==> src/design/tap_tempo_estimator_assert.svh <==
// Assertion macros for the tap-tempo estimator.
// Used by the top level; each macro expects clk and rst_n in scope.
`ifndef TAP_TEMPO_ESTIMATOR_ASSERT_SVH
`define TAP_TEMPO_ESTIMATOR_ASSERT_SVH

// Same-cycle implication, checked out of reset.
`define TTE_ASSERT_NOW(label, ante, cons, msg) \
  label: assert property (@(posedge clk) disable iff (!rst_n) (ante) |-> (cons)) \
    else $error(msg);

// Next-cycle implication, checked out of reset.
`define TTE_ASSERT_NEXT(label, ante, cons, msg) \
  label: assert property (@(posedge clk) disable iff (!rst_n) (ante) |=> (cons)) \
    else $error(msg);

`endif

==> src/design/tte_pkg.sv <==
// Package for the tap-tempo estimator: item structures, field widths and codes.
// No dependencies; used by tte_serial_div, the top level and the bench.
`default_nettype none

package tte_pkg;

  localparam int NOW_W      = 32;
  localparam int BPM_W      = 23;
  localparam int TIMEOUT_W  = 16;
  localparam int CFG_ADDR_W = 1;
  localparam int CFG_DATA_W = 16;

  localparam logic [TIMEOUT_W-1:0] TIMEOUT_RESET = 16'd3000;
  // 60000 ms per minute, in hundredths of a beat.
  localparam logic [BPM_W-1:0]     BPM_NUMERATOR = 23'd6000000;

  localparam logic OP_TAP   = 1'b0;
  localparam logic OP_CHECK = 1'b1;

  localparam logic [CFG_ADDR_W-1:0] CFG_IDX_ENABLE  = 1'd0;
  localparam logic [CFG_ADDR_W-1:0] CFG_IDX_TIMEOUT = 1'd1;

  typedef struct packed {
    logic             operation;
    logic [NOW_W-1:0] now_ms;
  } tte_in_t;

  typedef struct packed {
    logic             bpm_ready;
    logic [BPM_W-1:0] bpm_x100;
    logic [1:0]       taps_in_run;
    logic             timed_out;
  } tte_out_t;

  typedef struct packed {
    logic busy;
    logic done;
  } tte_div_stat_t;

endpackage

`default_nettype wire

==> src/design/tte_stream_if.sv <==
// Valid/ready stream interface carrying one payload structure per transfer.
// The payload type is chosen at instantiation from tte_pkg.
`default_nettype none

interface tte_stream_if #(
  parameter type data_t = logic
);
  logic  valid;
  logic  ready;
  data_t data;

  modport source (output valid, output data, input ready);
  modport sink   (input valid, input data, output ready);
endinterface

`default_nettype wire

==> src/design/tte_serial_div.sv <==
// Bit-serial restoring divider: one quotient bit per cycle through shift registers.
// Depends on tte_pkg for the status structure.
`default_nettype none

module tte_serial_div
  import tte_pkg::*;
#(
  parameter int W      = 34,
  parameter int STEP_W = $clog2(W + 1)
) (
  input  wire logic              clk,
  input  wire logic              rst_n,
  input  wire logic              start,
  input  wire logic [STEP_W-1:0] step_cnt,
  input  wire logic [W-1:0]      dividend,
  input  wire logic [W-1:0]      divisor,
  output tte_div_stat_t          stat,
  output logic      [W-1:0]      quotient
);

  logic [W-1:0]      rem_r, rem_nxt;
  logic [W-1:0]      quo_r, quo_nxt;
  logic [W-1:0]      div_r, div_nxt;
  logic [STEP_W-1:0] cnt_r, cnt_nxt;
  logic              busy_r, busy_nxt;
  logic              done_r, done_nxt;
  logic [W:0]        trial;
  logic [W:0]        diff;

  assign trial = {rem_r, quo_r[W-1]};
  assign diff  = trial - {1'b0, div_r};

  always_comb begin
    rem_nxt  = rem_r;
    quo_nxt  = quo_r;
    div_nxt  = div_r;
    cnt_nxt  = cnt_r;
    busy_nxt = busy_r;
    done_nxt = 1'b0;
    if (start) begin
      rem_nxt  = '0;
      quo_nxt  = dividend;
      div_nxt  = divisor;
      cnt_nxt  = step_cnt;
      busy_nxt = 1'b1;
    end else if (busy_r) begin
      if (!diff[W]) begin
        rem_nxt = diff[W-1:0];
        quo_nxt = {quo_r[W-2:0], 1'b1};
      end else begin
        rem_nxt = trial[W-1:0];
        quo_nxt = {quo_r[W-2:0], 1'b0};
      end
      cnt_nxt = cnt_r - STEP_W'(1);
      if (cnt_r == STEP_W'(1)) begin
        busy_nxt = 1'b0;
        done_nxt = 1'b1;
      end
    end
  end

  always_ff @(posedge clk) begin
    rem_r <= rem_nxt;
    quo_r <= quo_nxt;
    div_r <= div_nxt;
    cnt_r <= cnt_nxt;
    if (!rst_n) begin
      busy_r <= 1'b0;
      done_r <= 1'b0;
    end else begin
      busy_r <= busy_nxt;
      done_r <= done_nxt;
    end
  end

  assign stat.busy = busy_r;
  assign stat.done = done_r;
  assign quotient  = quo_r;

endmodule

`default_nettype wire

==> src/design/tap_tempo_estimator.sv <==
// Tap-tempo estimator top level: run tracking, sequencing and the result register.
// Depends on tte_pkg, tte_stream_if, tte_serial_div and the assertion macro header.
//
// Usage: items arrive on in_ch (a tap or a time check with a millisecond stamp) and
// exactly one result leaves on out_ch per item, in order. Each channel moves an
// item on a transfer, at a rising edge where valid and ready are both high. The
// configuration port writes the enable bit (index 0) or the timeout (index 1)
// whenever cfg_we is high; it is meant to be written while the block is idle.
// One item is worked on at a time. A time check, an ignored tap or a tap that
// does not finish a run passes through the result register into the output
// register once that is free, and in_ch is ready again in that same cycle. A tap
// that finishes a run runs the serial divider twice, one quotient bit per cycle:
// first on the interval sum for the average interval, then on the numerator for
// the estimate, which then passes through the result register in the same way.
// A zero average skips the second division.
// A synchronous active-low reset clears the run, restores the enable to 0 and
// the timeout to 3000 ms, and empties the output register. While out_ch is
// stalled a finished result waits in the output register; the next item is
// still taken, and its own result waits until the register is free.
`default_nettype none
`include "tap_tempo_estimator_assert.svh"

module tap_tempo_estimator
  import tte_pkg::*;
#(
  parameter int TAPS_PER_ESTIMATE = 4
) (
  input  wire logic                  clk,
  input  wire logic                  rst_n,
  tte_stream_if.sink                 in_ch,
  tte_stream_if.source               out_ch,
  input  wire logic                  cfg_we,
  input  wire logic [CFG_ADDR_W-1:0] cfg_addr,
  input  wire logic [CFG_DATA_W-1:0] cfg_wdata
);

  localparam int CNT_W     = $clog2(TAPS_PER_ESTIMATE + 1);
  localparam int SUM_W     = NOW_W + $clog2(TAPS_PER_ESTIMATE);
  localparam int STEP_W    = $clog2(SUM_W + 1);
  localparam int INTERVALS = TAPS_PER_ESTIMATE - 1;

  typedef enum logic [1:0] {S_IDLE, S_AVG, S_BPM, S_LOAD} state_t;

  state_t               state_r, state_nxt;
  logic                 enable_r;
  logic [TIMEOUT_W-1:0] timeout_r;
  logic [CNT_W-1:0]     tap_cnt_r, tap_cnt_nxt;
  logic [NOW_W-1:0]     last_tap_r, last_tap_nxt;
  logic [SUM_W-1:0]     sum_r, sum_nxt;
  tte_out_t             res_r, res_nxt;
  tte_out_t             out_data_r, out_data_nxt;
  logic                 out_valid_r, out_valid_nxt;

  logic                 in_fire;
  logic [NOW_W-1:0]     elapsed;
  logic [CNT_W-1:0]     cnt_inc;
  logic [SUM_W-1:0]     sum_add;

  logic                 div_start;
  logic [STEP_W-1:0]    div_steps;
  logic [SUM_W-1:0]     div_dividend;
  logic [SUM_W-1:0]     div_divisor;
  tte_div_stat_t        div_stat;
  logic [SUM_W-1:0]     div_quotient;

  assign in_fire = in_ch.valid && in_ch.ready;
  assign elapsed = in_ch.data.now_ms - last_tap_r;
  assign cnt_inc = tap_cnt_r + CNT_W'(1);
  assign sum_add = (tap_cnt_r != '0) ? sum_r + SUM_W'(elapsed) : sum_r;

  always_comb begin
    state_nxt     = state_r;
    tap_cnt_nxt   = tap_cnt_r;
    last_tap_nxt  = last_tap_r;
    sum_nxt       = sum_r;
    res_nxt       = res_r;
    out_data_nxt  = out_data_r;
    out_valid_nxt = out_valid_r;
    div_start     = 1'b0;
    div_steps     = STEP_W'(SUM_W);
    div_dividend  = sum_add;
    div_divisor   = SUM_W'(INTERVALS);

    if (out_valid_r && out_ch.ready) begin
      out_valid_nxt = 1'b0;
    end

    case (state_r)
      S_IDLE: begin
        if (in_fire) begin
          res_nxt             = '0;
          res_nxt.taps_in_run = tap_cnt_r[1:0];
          state_nxt           = S_LOAD;
          if (in_ch.data.operation == OP_TAP) begin
            if (enable_r) begin
              last_tap_nxt = in_ch.data.now_ms;
              if (cnt_inc == CNT_W'(TAPS_PER_ESTIMATE)) begin
                tap_cnt_nxt         = '0;
                sum_nxt             = '0;
                res_nxt.bpm_ready   = 1'b1;
                res_nxt.taps_in_run = 2'd0;
                div_start           = 1'b1;
                state_nxt           = S_AVG;
              end else begin
                tap_cnt_nxt         = cnt_inc;
                sum_nxt             = sum_add;
                res_nxt.taps_in_run = cnt_inc[1:0];
              end
            end
          end else if (tap_cnt_r != '0 && elapsed > NOW_W'(timeout_r)) begin
            tap_cnt_nxt         = '0;
            sum_nxt             = '0;
            res_nxt.timed_out   = 1'b1;
            res_nxt.taps_in_run = 2'd0;
          end
        end
      end
      S_AVG: begin
        if (div_stat.done) begin
          if (div_quotient == '0) begin
            res_nxt.bpm_x100 = BPM_NUMERATOR;
            state_nxt        = S_LOAD;
          end else begin
            div_start    = 1'b1;
            div_steps    = STEP_W'(BPM_W);
            div_dividend = {BPM_NUMERATOR, {(SUM_W - BPM_W){1'b0}}};
            div_divisor  = div_quotient;
            state_nxt    = S_BPM;
          end
        end
      end
      S_BPM: begin
        if (div_stat.done) begin
          res_nxt.bpm_x100 = div_quotient[BPM_W-1:0];
          state_nxt        = S_LOAD;
        end
      end
      S_LOAD: begin
        if (!out_valid_r || out_ch.ready) begin
          out_data_nxt  = res_r;
          out_valid_nxt = 1'b1;
          state_nxt     = S_IDLE;
        end
      end
      default: begin
        state_nxt = S_IDLE;
      end
    endcase
  end

  always_ff @(posedge clk) begin
    res_r      <= res_nxt;
    out_data_r <= out_data_nxt;
    if (!rst_n) begin
      state_r     <= S_IDLE;
      enable_r    <= 1'b0;
      timeout_r   <= TIMEOUT_RESET;
      tap_cnt_r   <= '0;
      last_tap_r  <= '0;
      sum_r       <= '0;
      out_valid_r <= 1'b0;
    end else begin
      state_r     <= state_nxt;
      tap_cnt_r   <= tap_cnt_nxt;
      last_tap_r  <= last_tap_nxt;
      sum_r       <= sum_nxt;
      out_valid_r <= out_valid_nxt;
      if (cfg_we && cfg_addr == CFG_IDX_ENABLE) begin
        enable_r <= cfg_wdata[0];
      end
      if (cfg_we && cfg_addr == CFG_IDX_TIMEOUT) begin
        timeout_r <= cfg_wdata[TIMEOUT_W-1:0];
      end
    end
  end

  tte_serial_div #(
    .W      (SUM_W),
    .STEP_W (STEP_W)
  ) u_div (
    .clk      (clk),
    .rst_n    (rst_n),
    .start    (div_start),
    .step_cnt (div_steps),
    .dividend (div_dividend),
    .divisor  (div_divisor),
    .stat     (div_stat),
    .quotient (div_quotient)
  );

  assign in_ch.ready  = (state_r == S_IDLE);
  assign out_ch.valid = out_valid_r;
  assign out_ch.data  = out_data_r;

  `TTE_ASSERT_NEXT(a_fire_leaves_idle, in_fire, state_r != S_IDLE,
    "An accepted item did not start processing.")
  `TTE_ASSERT_NOW(a_estimate_ends_run, out_valid_r && out_data_r.bpm_ready,
    !out_data_r.timed_out && out_data_r.taps_in_run == 2'd0,
    "An estimate result did not report an ended run.")
  `TTE_ASSERT_NOW(a_bpm_only_with_ready, out_valid_r && !out_data_r.bpm_ready,
    out_data_r.bpm_x100 == '0, "A tempo value was reported without an estimate.")
  `TTE_ASSERT_NOW(a_div_only_in_estimate, div_stat.busy,
    state_r == S_AVG || state_r == S_BPM, "The divider ran outside an estimate.")

endmodule

`default_nettype wire

==> src/flat_wrapper.sv <==
// flat-port wrapper written by rule: the top's interface ports become plain ports
module tap_tempo_estimator_flat import tte_pkg::*;
#(
  parameter int TAPS_PER_ESTIMATE = 4
)
  (clk, rst_n, cfg_we, cfg_addr, cfg_wdata, in_ch_valid, in_ch_data, in_ch_ready, out_ch_valid, out_ch_data, out_ch_ready);
  tte_stream_if #(.data_t(tte_in_t)) in_ch_i ();
  tte_stream_if #(.data_t(tte_out_t)) out_ch_i ();
  input  wire logic clk;
  input  wire logic rst_n;
  input  wire logic cfg_we;
  input  wire logic [CFG_ADDR_W-1:0] cfg_addr;
  input  wire logic [CFG_DATA_W-1:0] cfg_wdata;
  input wire logic [$bits(in_ch_i.valid)-1:0] in_ch_valid;
  input wire logic [$bits(in_ch_i.data)-1:0] in_ch_data;
  output wire logic [$bits(in_ch_i.ready)-1:0] in_ch_ready;
  output wire logic [$bits(out_ch_i.valid)-1:0] out_ch_valid;
  output wire logic [$bits(out_ch_i.data)-1:0] out_ch_data;
  input wire logic [$bits(out_ch_i.ready)-1:0] out_ch_ready;
  assign in_ch_i.valid = in_ch_valid;
  assign in_ch_i.data = in_ch_data;
  assign in_ch_ready = in_ch_i.ready;
  assign out_ch_valid = out_ch_i.valid;
  assign out_ch_data = out_ch_i.data;
  assign out_ch_i.ready = out_ch_ready;
  tap_tempo_estimator #(.TAPS_PER_ESTIMATE(TAPS_PER_ESTIMATE)) u_core (.clk(clk), .rst_n(rst_n), .in_ch(in_ch_i), .out_ch(out_ch_i), .cfg_we(cfg_we), .cfg_addr(cfg_addr), .cfg_wdata(cfg_wdata));
endmodule
==> config.mk <==
export PLATFORM = sky130hd
export DESIGN_NAME = tap_tempo_estimator_flat
export DESIGN_NICKNAME = d
export VERILOG_FILES = /design/src/design/tte_pkg.sv /design/src/design/tte_stream_if.sv /design/src/design/tte_serial_div.sv /design/src/design/tap_tempo_estimator.sv /design/src/flat_wrapper.sv
export VERILOG_INCLUDE_DIRS = /design/src /design/src/design
export SDC_FILE = /design/constraint.sdc
export NUM_CORES = 1
export LEC_CHECK = 0
export BUFFER_PORTS_ARGS = -buffer_cell sky130_fd_sc_hd__buf_2
export CAP_MARGIN = 40
export CELL_PAD_IN_SITES_DETAIL_PLACEMENT = 1
export CELL_PAD_IN_SITES_GLOBAL_PLACEMENT = 2
export CORE_MARGIN = 1.5
export CORE_UTILIZATION = 34
export DETAILED_ROUTE_END_ITERATION = 10
export PLACE_DENSITY_LB_ADDON = 0.1
export SLEW_MARGIN = 0
export SYNTH_ARGS = -nofsm -noshare
export SYNTH_HDL_FRONTEND = slang
export SYNTH_SLANG_ARGS = --single-unit
==> constraint.sdc <==
create_clock -name clk -period 6.3 [get_ports clk]
set_clock_uncertainty 0.15 [all_clocks]
set_input_delay 0 -clock clk [delete_from_list [all_inputs] [get_ports clk]]
set_output_delay 0 -clock clk [all_outputs]
set_load 0.01 [all_outputs]
==> results by group, run 1 <==
STA
  – Worst slew margin: 0.459
  – Max Clock Freq: 0.187 GHz
  – Tmin final: around 5.4 ns
  – Max Slew Vio Count: 0
  – WHS: 0.256 ns
  – Unrepaired setup endpoints after global routing: no
  – Final Worst Setup Slack: 0.940 ns
  – Final setup TNS: 0 ns
  – Final hold violations: 0
  – Worst slew pin tran: 0.811 ns
  – Final period util: 0.851
  – # setup viols final: 0

CTS
  – CTS clk-pin slew, worst paths: 0.06 ns
  – Clk buf depth: 3
  – Num CTS Buffers: 34
  – CTS root buffer: clkbuf_16
  – Hold-fix buffers, CTS: 105
  – CTS tree: done
  – H-tree Lvls: 2
  – Clock Latency Late Sink: 0.55 ns
  – Clock Sinks: 253
  – # Post-CTS Setup Buffers: 0
  – Resized Gates After CTS: 0

Floorplan
  – Initial Utilization: 0.345
  – Die Wd: 220 microns
  – Die height: 220 microns
  – Die area: between 40000 and 50000 sq um
  – Core Box Area: around 47000 sq um
  – IO Pins: 84
  – Cell Rows: 79

Placed design
  – Pre-CTS setup slack: 0.948 ns
  – Routability cong.: about 0.8
  – Port bufs: 83
  – Hpwl dp: 35.6 mm

Final layout
  – Share of layout cells above drive strength 1: 0.0887
  – N_diodes: 0
  – Final #Nets: ~2200
  – Fillers: 5414
  – Finished Core Util: 0.415
  – Area Growth Syn to Fin: 20.3%

Detailed routing
  – DRT Pass-1 Iters: 4
  – Met2 wire len: roughly 23 mm
  – Vias per inst: just over 5
  – Metal-1 WL: 22.3 mm
  – DR vias: 13500
  – Max layer used: met4
  – Initial DRC Count: approximately 560
  – WL/cell: 18.6 microns
  – DRC viols: 0
  – Final WL: just under 50 mm
  – Wire length on met3: 1.24 mm
  – Post-route antenna net violation count: 0

Logic synthesis
  – Synth area leader: edfxtp_1
  – Sequential fraction of the synthesis area: 0.395
  – Count of state elements after synthesis: 253
  – Mapped Cells: 1821
  – EDFF count, synth: 128
  – Cell variety after synth: 72
  – Ys async rst share: 0
  – Most numerous cell in the Yosys netlist: nand2_1
  – Commonest cells post-synth: 248 x nand2_1, 173 x a21oi_1, 128 x edfxtp_1, 127 x inv_1, 125 x dfxtp_1
  – Syn Nets: 2002
  – Count of warnings emitted by yosys: 0
  – Mapped Area: 16100 sq um
  – Synth top area share: 0.239
  – Top cells by area, synth: edfxtp_1 24%, dfxtp_1 16%, ha_1 9.6%, nand2_1 5.8%, a21oi_1 5.4%
  – Syn Area/Cell: 8.82 sq um
  – Synth Flop Type: edfxtp_1

Global route
  – Grt total ovfl: 0
  – Vias in the first global route: 13900
  – Pin count of the biggest net entering global routing: between 60 and 70
  – Global-route wire length before repair: 76.8 mm
  – Initial antenna violation count: 0
  – GRT Util Overall: 0.201

Power
  – P_leak: 8.22 nW
  – VDD IR max: around 0.28 mV
  – Power Density: 257 nW/um^2
  – Pwr Total: between 0.004 and 0.005 W

Setup path
  – Setup crit start kind: flop
  – Setup CP Type: flop to flop
  – Arrival time at the worst endpoint: 5.49 ns
  – Critical Path RT: 6.43 ns
  – Critical path capture point type: flop
  – Max FO, Critical Path: 7

Worst hold path
  – HP Class: input port to flop

Job
  – Maxcap violations: 0

Run status
  – Status: complete, no violations
cell families (layout without fill, tap and decap cells):
logic type,Yosys count,after routing,synth area share
xor+xnor,89,89,0.0485
simple gates,581,581,0.170
flops,253,253,0.395
buf+inv,213,398,0.0514
mux,66,66,0.0412
fa+ha+maj,126,126,0.0996
compound gates,493,493,0.194
metal layers:
| layer | global-route usage | up-vias |
|---|---|---|
| met3 | 0.0256 | 66 |
| met2 | 0.350 | 157 |
| met4 | 0.0687 | 0 |
| li1 | - | 6804 |
| met5 | 0 | - |
| met1 | 0.255 | 6488 |
report_power, final:
group,total [W],internal (W),switching [W]
clock,0.00204,0.00124,0.000793
combinational,0.000910,0.000359,0.000551
sequential,0.00202,0.00195,0.0000754
sequential cells by signal, summed over array words and instances (netlist names), 6 cells and up:
register,flops
u_core.u_div.div_r,34
u_core.res_r,27
u_core.sum_r,34
u_core.u_div.cnt_r,6
u_core.u_div.quotient,34
u_core.timeout_r,16
u_core.out_ch.data,27
u_core.u_div.rem_r,34
u_core.last_tap_r,32
final cells by class:
class / instances / area [sq um] / area share
inverters: 127 / 477 / 0.0247
clock inverters: 15 / 205 / 0.0106
multi-input cells: 1355 / 8930 / 0.462
repair buffers: 209 / 1640 / 0.0847
well taps: 607 / 759 / 0.0393
clock buffers: 47 / 961 / 0.0497
flip-flops and latches: 253 / 6350 / 0.329
metrics by stage:
stage	cells	cell area [sq um]
2_1_floorplan	1821	16100
3_3_place_gp	2445	17100
3_5_place_dp	2446	17100
4_1_cts	2613	19300
5_1_grt	2613	19300
6_report	2613	19300
final timing paths:
path	startpoint	endpoint	slack [ns]	cells past startpoint
hold / removal	in_ch_data[32]	u_core.tap_cnt_r[2]	0.26	4
setup / recovery	u_core.last_tap_r[5]	u_core.u_div.quotient[32]	0.94	19
setup reg to reg	u_core.last_tap_r[5]	u_core.u_div.quotient[32]	0.94	19
hold reg to reg	u_core.res_r[12]	u_core.out_ch.data[12]	0.27	0
layout by cell type, fill, tap and decap left out, types with 5 or more instances in the layout:
| cell type | count |
|---|---|
| a21oi_1 | 172 |
| a22o_1 | 16 |
| o21a_1 | 27 |
| a211oi_1 | 10 |
| dlygate4sd3_1 | 105 |
| nor2_1 | 105 |
| clkbuf_1 | 8 |
| xnor2_1 | 54 |
| ha_1 | 123 |
| nor4_1 | 12 |
| edfxtp_1 | 128 |
| nor3b_1 | 5 |
| o31a_1 | 5 |
| mux2i_1 | 65 |
| nor2b_1 | 13 |
| o21ai_0 | 98 |
| dfxtp_1 | 125 |
| a211o_1 | 6 |
| a21o_1 | 55 |
| clkbuf_16 | 35 |
| o31ai_1 | 11 |
| and3_1 | 34 |
| and2_1 | 39 |
| nand2_1 | 248 |
| nand4_1 | 17 |
| o21bai_1 | 9 |
| nand2b_1 | 19 |
| nor3_1 | 23 |
| o211ai_1 | 13 |
| nand3_1 | 29 |
| xor2_1 | 34 |
| o22a_1 | 7 |
| buf_2 | 83 |
| or3_1 | 12 |
| a31oi_1 | 15 |
| buf_4 | 20 |
| inv_1 | 125 |
worst max-delay path: stages (launching register included):
cell and delay [ns]:
dfxtp_1 0.33, inv_1 0.04, ha_1 0.32, a21o_1 0.21, or3_1 0.33, o21a_1 0.25, o21a_1 0.28, a31oi_1 0.39
xnor2_1 0.13, ha_1 0.39, a21o_1 0.20, a21oi_1 0.19, o21ai_0 0.14, nor4b_1 0.67, nor4b_1 0.14, o31ai_1 0.41
o21a_1 0.17, nor2_1 0.07, xnor2_1 0.18, o21ai_0 0.11
Power figures use the tool's default switching activity.
==> inputs of run 2 (changes only) <==
CORE_MARGIN = 2   (was 1.5)
==> results by group, run 2 (synthesis gave the netlist of run 1 again) <==
Detailed routing
  – Post-route antenna net violation count: 0 (unchanged)
  – Initial DRC Count: 506 (-9.3%)
  – DRT Pass-1 Iters: 4 (unchanged)
  – WL/cell: 18.4 microns (-0.91%)
  – Final WL: 48.3 mm (-0.38%)
  – Vias per inst: 5.16 (-0.33%)
  – DRC viols: 0 (unchanged)
  – DR vias: 13500 (+0.21%)

Final layout
  – Share of layout cells above drive strength 1: 0.0886 (-0.000120)
  – Fillers: 5388 (-0.48%)
  – FF+latch area: 6350 sq um (unchanged)
  – N_diodes: 0 (unchanged)
  – Multi-input logic area: 8930 sq um (unchanged)
  – Area Growth Syn to Fin: 20.8%
  – Final #Nets: 2176 (+0.69%)
  – Leading cell types in the layout, fill and taps excluded: 248 x nand2_1, 172 x a21oi_1, 128 x edfxtp_1, 125 x inv_1, 125 x dfxtp_1
  – Non-filler cells in the finished layout: 2627 (+0.54%)
  – Most common cell after layout, fill and taps aside: nand2_1

Power
  – Seq pwr share: 0.417 (+0.010)
  – P_leak: 8.23 nW (+0.11%)
  – Clock power frac: 0.394 (-0.016)
  – Switching share of power: 0.293 (+0.00778)
  – Pwr Total: 0.00485 W (-2.4%)
  – VDD IR max: 0.248 mV (-9.9%)
  – Sw power: 0.00142 W (+0.22%)
  – Power Density: 250 nW/um^2 (-2.9%)
  – Pint: 0.00343 W (-3.5%)
  – Gate power share: 0.189 (+0.006)

Setup path
  – Max FO, Critical Path: 6 (-1)
  – FF-to-FF setup slack: 0.91 ns (-0.03 ns)
  – Worst setup path startpoint: u_core.last_tap_r[0]
  – Critical path capture point type: flop
  – Setup CP Type: flop to flop
  – R2r startpoint: u_core.last_tap_r[0]
  – Worst setup endpoint: u_core.tap_cnt_r[0]
  – Critical Path RT: 6.69 ns (+0.26 ns)
  – Crit-path cells: ha_1 -> fa_1 -> nand2b_1 -> a21oi_1 -> o21a_1 -> nand2b_1 -> a21oi_1 -> xnor2_1 -> ha_1 -> nand4_1 -> nor4_1 -> nor2_1 -> a221oi_1 -> nand4b_1 -> nor4_2 -> a21oi_2 -> a21oi_4 -> mux2i_1 -> dlygate4sd3_1
  – Slowest stage delay, CP: 0.57 ns (-0.10 ns)
  – Reg2reg path depth: 19 (unchanged)
  – Arrival time at the worst endpoint: 5.78 ns (+0.29 ns)
  – Crit-path slowest cell: dlygate4sd3_1
  – Reg-to-reg endpoint: u_core.tap_cnt_r[0]
  – Setup crit start kind: flop

STA
  – Max Slew Vio Count: 0 (unchanged)
  – Worst slew pin tran: 0.808 ns (-0.00288 ns)
  – Tmin final: 5.39 ns (+0.0331 ns)
  – Unrepaired setup endpoints after global routing: no
  – Final period util: 0.856 (+0.00525)
  – # setup viols final: 0 (unchanged)
  – Max Clock Freq: 0.185 GHz (-0.61%)
  – Final setup TNS: 0 ns (unchanged)
  – Worst slew margin: 0.461 (+0.00192)
  – Final hold violations: 0 (unchanged)

Global route
  – Pin count of the biggest net entering global routing: 62 (unchanged)
  – Initial antenna violation count: 0 (unchanged)
  – Global-route wire length before repair: 77.9 mm (+1.4%)
  – Vias in the first global route: 14000 (+1.0%)
  – Grt total ovfl: 0 (unchanged)
  – GRT Util Overall: 0.196 (-0.00508)

CTS
  – CTS root buffer: clkbuf_16
  – CTS clk-pin slew, worst paths: 0.06 ns (about the same)
  – Clock Latency Late Sink: 0.60 ns (+0.05 ns)
  – Num CTS Buffers: 31 (-8.8%)
  – Clock Sinks: 253 (unchanged)
  – H-tree Lvls: 1 (-1)
  – # Post-CTS Setup Buffers: 0 (unchanged)
  – Clk buf depth: 3 (unchanged)
  – CTS tree: done

Floorplan
  – Die Wd: 221 microns (+0.45%)
  – Die area: 49000 sq um (+0.91%)
  – Core Box Area: 46600 sq um (unchanged)
  – Die height: 221 microns (+0.45%)
  – IO Pins: 84 (unchanged)
  – Cell Rows: 79 (unchanged)
  – Initial Utilization: 0.345 (unchanged)

Placed design
  – Port bufs: 83 (unchanged)
  – Routability cong.: 0.811 (+0.51%)
  – Hpwl dp: 35.4 mm (-0.45%)
  – Placed Cells: 2446 (unchanged)

Job
  – Maxcap violations: 0 (unchanged)

Worst hold path
  – HP Class: input port to flop

Run status
  – Status: complete, no violations
## run 2: metal layers
| metal | vias up | share of wire | global-route usage |
|---|---|---|---|
| met5 | - | 0 | 0 |
| met2 | 128 | 0.49 | 0.348 |
| met4 | 0 | 0.031 | 0.0585 |
| met3 | 60 | 0.022 | 0.0227 |
| li1 | 6844 | - | - |
| met1 | 6511 | 0.46 | 0.248 |
## run 2: worst min path at each step
stage	startpoint	end	slack (ns)	cells past startpoint
CTS	in_ch_data[32]	u_core.tap_cnt_r[2]	0.14	4
global route	in_ch_data[32]	u_core.tap_cnt_r[2]	0.20	4
floorplan	in_ch_data[10]	u_core.last_tap_r[10]	-0.01	2
detailed placement	cfg_wdata[2]	u_core.timeout_r[2]	0.10	3
global placement	cfg_wdata[13]	u_core.timeout_r[13]	0.1	3
finish	in_ch_data[32]	u_core.tap_cnt_r[2]	0.21	4
## run 2: timing repair
| action | CTS | global route |
|---|---|---|
| hold buffers | 123 | 0 |
| endpoints found under the setup margin | 0 | 0 |
| resized for setup | 0 | 0 |
| hold endpoints to repair | 99 | 0 |
## run 2: cell type report
class	instances	area share
inverter	127	0.0246
tap	607	0.0391
clock buffer	31	0.0400
clock inverter	27	0.0158
timing repair buffer	227	0.0930
multi-input combinational	1355	0.460
sequential	253	0.327
## run 2: metrics by stage
stage	hold WS (ns)	worst slack (ns)	util	instance area, sq um
finish	0.207	0.907	0.417	19400
global route	0.204	0.498	0.417	19400
CTS	0.139	0.827	0.417	19400
detailed placement	0.103	0.889	0.367	17100
global placement	0.0966	1.08	0.367	17100
floorplan	-0.0140	1.71	-	16100
## run 2: power by group through the flow
stage	combinational (W)	sequential (W)	clock, W
6_report	0.000917	0.00202	0.00191
3_3_place_gp	0.000856	0.00205	0
2_1_floorplan	0.000613	0.00205	0
3_5_place_dp	0.000876	0.00206	0
4_1_cts	0.000925	0.00203	0.00197
5_1_grt	0.00104	0.00204	0.00202
## run 2: critical path: cells and delay by family, from the launching register on
kind	cells	cell delay, ns
AOI/OAI and AO/OA	6	1.54
xor gates and xnor gates	1	0.16
adders and majority gates	3	0.91
buffers and inverters	1	0.57
DFF	1	0.31
muxes	1	0.23
and+or+nand+nor	7	1.47
==> inputs of run 3 (changes only) <==
clock period = 4.5 ns   (was 6.3 ns; I/O delays follow)
==> results by group, run 3 (synthesis gave the netlist of run 1 again) <==
Run status
  – Status: finished with violations
  – Failing checks: negative setup slack

CTS
  – CTS tree: done
  – Clk buf depth: 3 (unchanged)
  – H-tree Lvls: 1 (unchanged)
  – CTS clk-pin slew, worst paths: 0.07 ns (about the same)
  – CTS root buffer: clkbuf_16
  – Clock Sinks: 253 (unchanged)
  – Clock Latency Late Sink: 0.61 ns (about the same)
  – Num CTS Buffers: 31 (unchanged)

Placed design
  – Port bufs: 83 (unchanged)
  – Area post-placement: 18400 sq um (+7.7%)
  – Routability cong.: 0.830 (+2.3%)
  – Hpwl dp: 37.5 mm (+5.8%)

Global route
  – Pin count of the biggest net entering global routing: 62 (unchanged)
  – GRT Util Overall: 0.209 (+0.0132)
  – Grt total ovfl: 0 (unchanged)
  – Initial antenna violation count: 0 (unchanged)
  – Global-route wire length before repair: 83.5 mm (+7.2%)
  – Vias in the first global route: 15400 (+9.6%)

Floorplan
  – Cell Rows: 79 (unchanged)
  – Initial Utilization: 0.345 (unchanged)
  – Die area: 49000 sq um (unchanged)
  – Die height: 221 microns (unchanged)
  – IO Pins: 84 (unchanged)
  – Die Wd: 221 microns (unchanged)
  – Core Box Area: 46600 sq um (unchanged)

Detailed routing
  – Vias per inst: 5.15 (-0.14%)
  – DR vias: 14400 (+6.4%)
  – DRT Pass-1 Iters: 5 (+1)
  – Post-route antenna net violation count: 0 (unchanged)
  – Initial DRC Count: 512 (+1.2%)
  – Final WL: 52.2 mm (+8.0%)
  – DRC viols: 0 (unchanged)
  – WL/cell: 18.6 microns (+1.4%)

Setup path
  – Setup CP Type: flop to flop
  – FF-to-FF setup slack: -0.30 ns (-1.21 ns)
  – Reg2reg path depth: 22 (+3)
  – Critical Path RT: 4.70 ns (-1.99 ns)
  – Arrival time at the worst endpoint: 5.00 ns (-0.78 ns)
  – Setup crit start kind: flop
  – R2r startpoint: u_core.last_tap_r[8]
  – Max FO, Critical Path: 3 (-3)
  – Reg-to-reg endpoint: u_core.u_div.quotient[31]
  – Critical path capture point type: flop

STA
  – Worst slew pin tran: 0.864 ns (+0.0561 ns)
  – Final period util: 1.07 (+0.211)
  – Final hold violations: 0 (unchanged)
  – Final Worst Setup Slack: -0.301 ns (-1.21 ns)
  – Worst slew margin: 0.424 (-0.0374)
  – Max Slew Vio Count: 0 (unchanged)
  – Unrepaired setup endpoints after global routing: yes
  – # setup viols final: 36 (+36)
  – Tmin final: 4.80 ns (-0.593 ns)
  – Max Clock Freq: 0.208 GHz (+12%)

Final layout
  – N_diodes: 0 (unchanged)
  – Final #Nets: 2348 (+7.9%)
  – Area Growth Syn to Fin: 35.8%
  – Share of layout cells above drive strength 1: 0.241 (+0.152)
  – Leading cell types in the layout, fill and taps excluded: 245 x nand2_1, 209 x buf_4, 151 x a21oi_1, 128 x edfxtp_1, 118 x inv_1
  – Finished Cell Area: 21800 sq um (+12%)
  – Most common cell after layout, fill and taps aside: nand2_1
  – Finished Core Util: 0.469 (+0.0518)

Power
  – P_leak: 9.29 nW (+13%)
  – Power Density: 334 nW/um^2 (+34%)
  – Clock power frac: 0.394 (about the same)
  – Gate power share: 0.218 (+0.029)
  – Pint: 0.00517 W (+51%)
  – Switching share of power: 0.290 (-0.00345)
  – Seq pwr share: 0.388 (-0.029)
  – VDD IR max: 0.326 mV (+32%)
  – Sw power: 0.00211 W (+49%)

Job
  – Maxcap violations: 0 (unchanged)

Worst hold path
  – HP Class: input port to flop
  – Hold path cells: 4 (unchanged)
  – Hold_sp: in_ch_data[13]
  – Hold path endpoint: u_core.last_tap_r[13]
run 3: repair_timing:
action,4_1_cts,5_1_grt
gates cloned,3,0
endpoints found under the hold margin,100,0
pin swaps,47,65
gates resized for setup,93,115
buffers inserted,23,21
setup endpoints to repair,57,60
hold buffers,87,0
run 3: metal layers:
metal	wire length, microns	share of wire	GRT usage	vias to the layer above
met5	0	0	0	-
met3	1010	0.019	0.0202	72
met2	27000	0.52	0.392	124
met1	22700	0.43	0.252	7028
li1	-	-	-	7185
met4	1540	0.030	0.0569	0
run 3: final cells by class:
| type | count | area [sq um] |
|---|---|---|
| Multi-Input combinational cell | 1355 | 9880 |
| Tap cell | 607 | 759 |
| Clock buffer | 33 | 783 |
| Timing Repair Buffer | 399 | 3190 |
| Sequential cell | 253 | 6360 |
| Inverter | 127 | 477 |
| Clock inverter | 25 | 373 |
| Fill cell | 5301 | 24700 |
run 3: worst max-delay path by stage:
stage | cells past startpoint | endpoint | from
after global placement | 22 | u_core.u_div.quotient[31] | u_core.last_tap_r[6]
after global routing | 22 | u_core.u_div.quotient[31] | u_core.last_tap_r[7]
after CTS | 22 | u_core.u_div.quotient[31] | u_core.last_tap_r[3]
after floorplan | 20 | u_core.u_div.quotient[32] | u_core.last_tap_r[5]
after detailed placement | 23 | u_core.u_div.quotient[31] | u_core.last_tap_r[4]
final | 22 | u_core.u_div.quotient[31] | u_core.last_tap_r[8]
run 3: per-stage QoR:
step | setup slack (ns) | TNS [ns] | instances | total power, W | hold slack, ns
5_1_grt | -0.533 | -16.52 | 2799 | 0.00765 | 0.0384
3_3_place_gp | -0.561 | -11.11 | 2612 | 0.00421 | 0.0966
3_5_place_dp | -0.573 | -17.09 | 2613 | 0.00426 | 0.0998
6_report | -0.301 | -4.87 | 2799 | 0.00729 | 0.0334
4_1_cts | -0.326 | -8.03 | 2782 | 0.00729 | 0.000615
2_1_floorplan | 0.00408 | 0 | 1821 | 0.00372 | -0.0140
run 3: critical path, cell delays in order (launching register included):
cell and delay (ns):
dfxtp_2 0.33, inv_2 0.04, ha_4 0.27, nand4_1 0.12, a21o_1 0.19, a21o_1 0.18, and3_4 0.19, buf_6 0.11
or4_4 0.52, a211o_1 0.27, o211ai_1 0.16, ha_1 0.32, buf_6 0.13, a21o_1 0.17, a21o_1 0.21, nor2b_2 0.14
o21ai_2 0.09, a21oi_2 0.17, a31oi_2 0.12, nor2_1 0.13, xor2_1 0.25, a21oi_1 0.12, o22a_1 0.17
run 3: power by group through the flow:
stage               clock (W)  sequential (W)  combinational, W
floorplan                   0         0.00286          0.000860
global placement            0         0.00287           0.00134
detailed placement          0         0.00288           0.00138
CTS                   0.00295         0.00284           0.00150
global route          0.00302         0.00286           0.00177
finish                0.00287         0.00283           0.00159
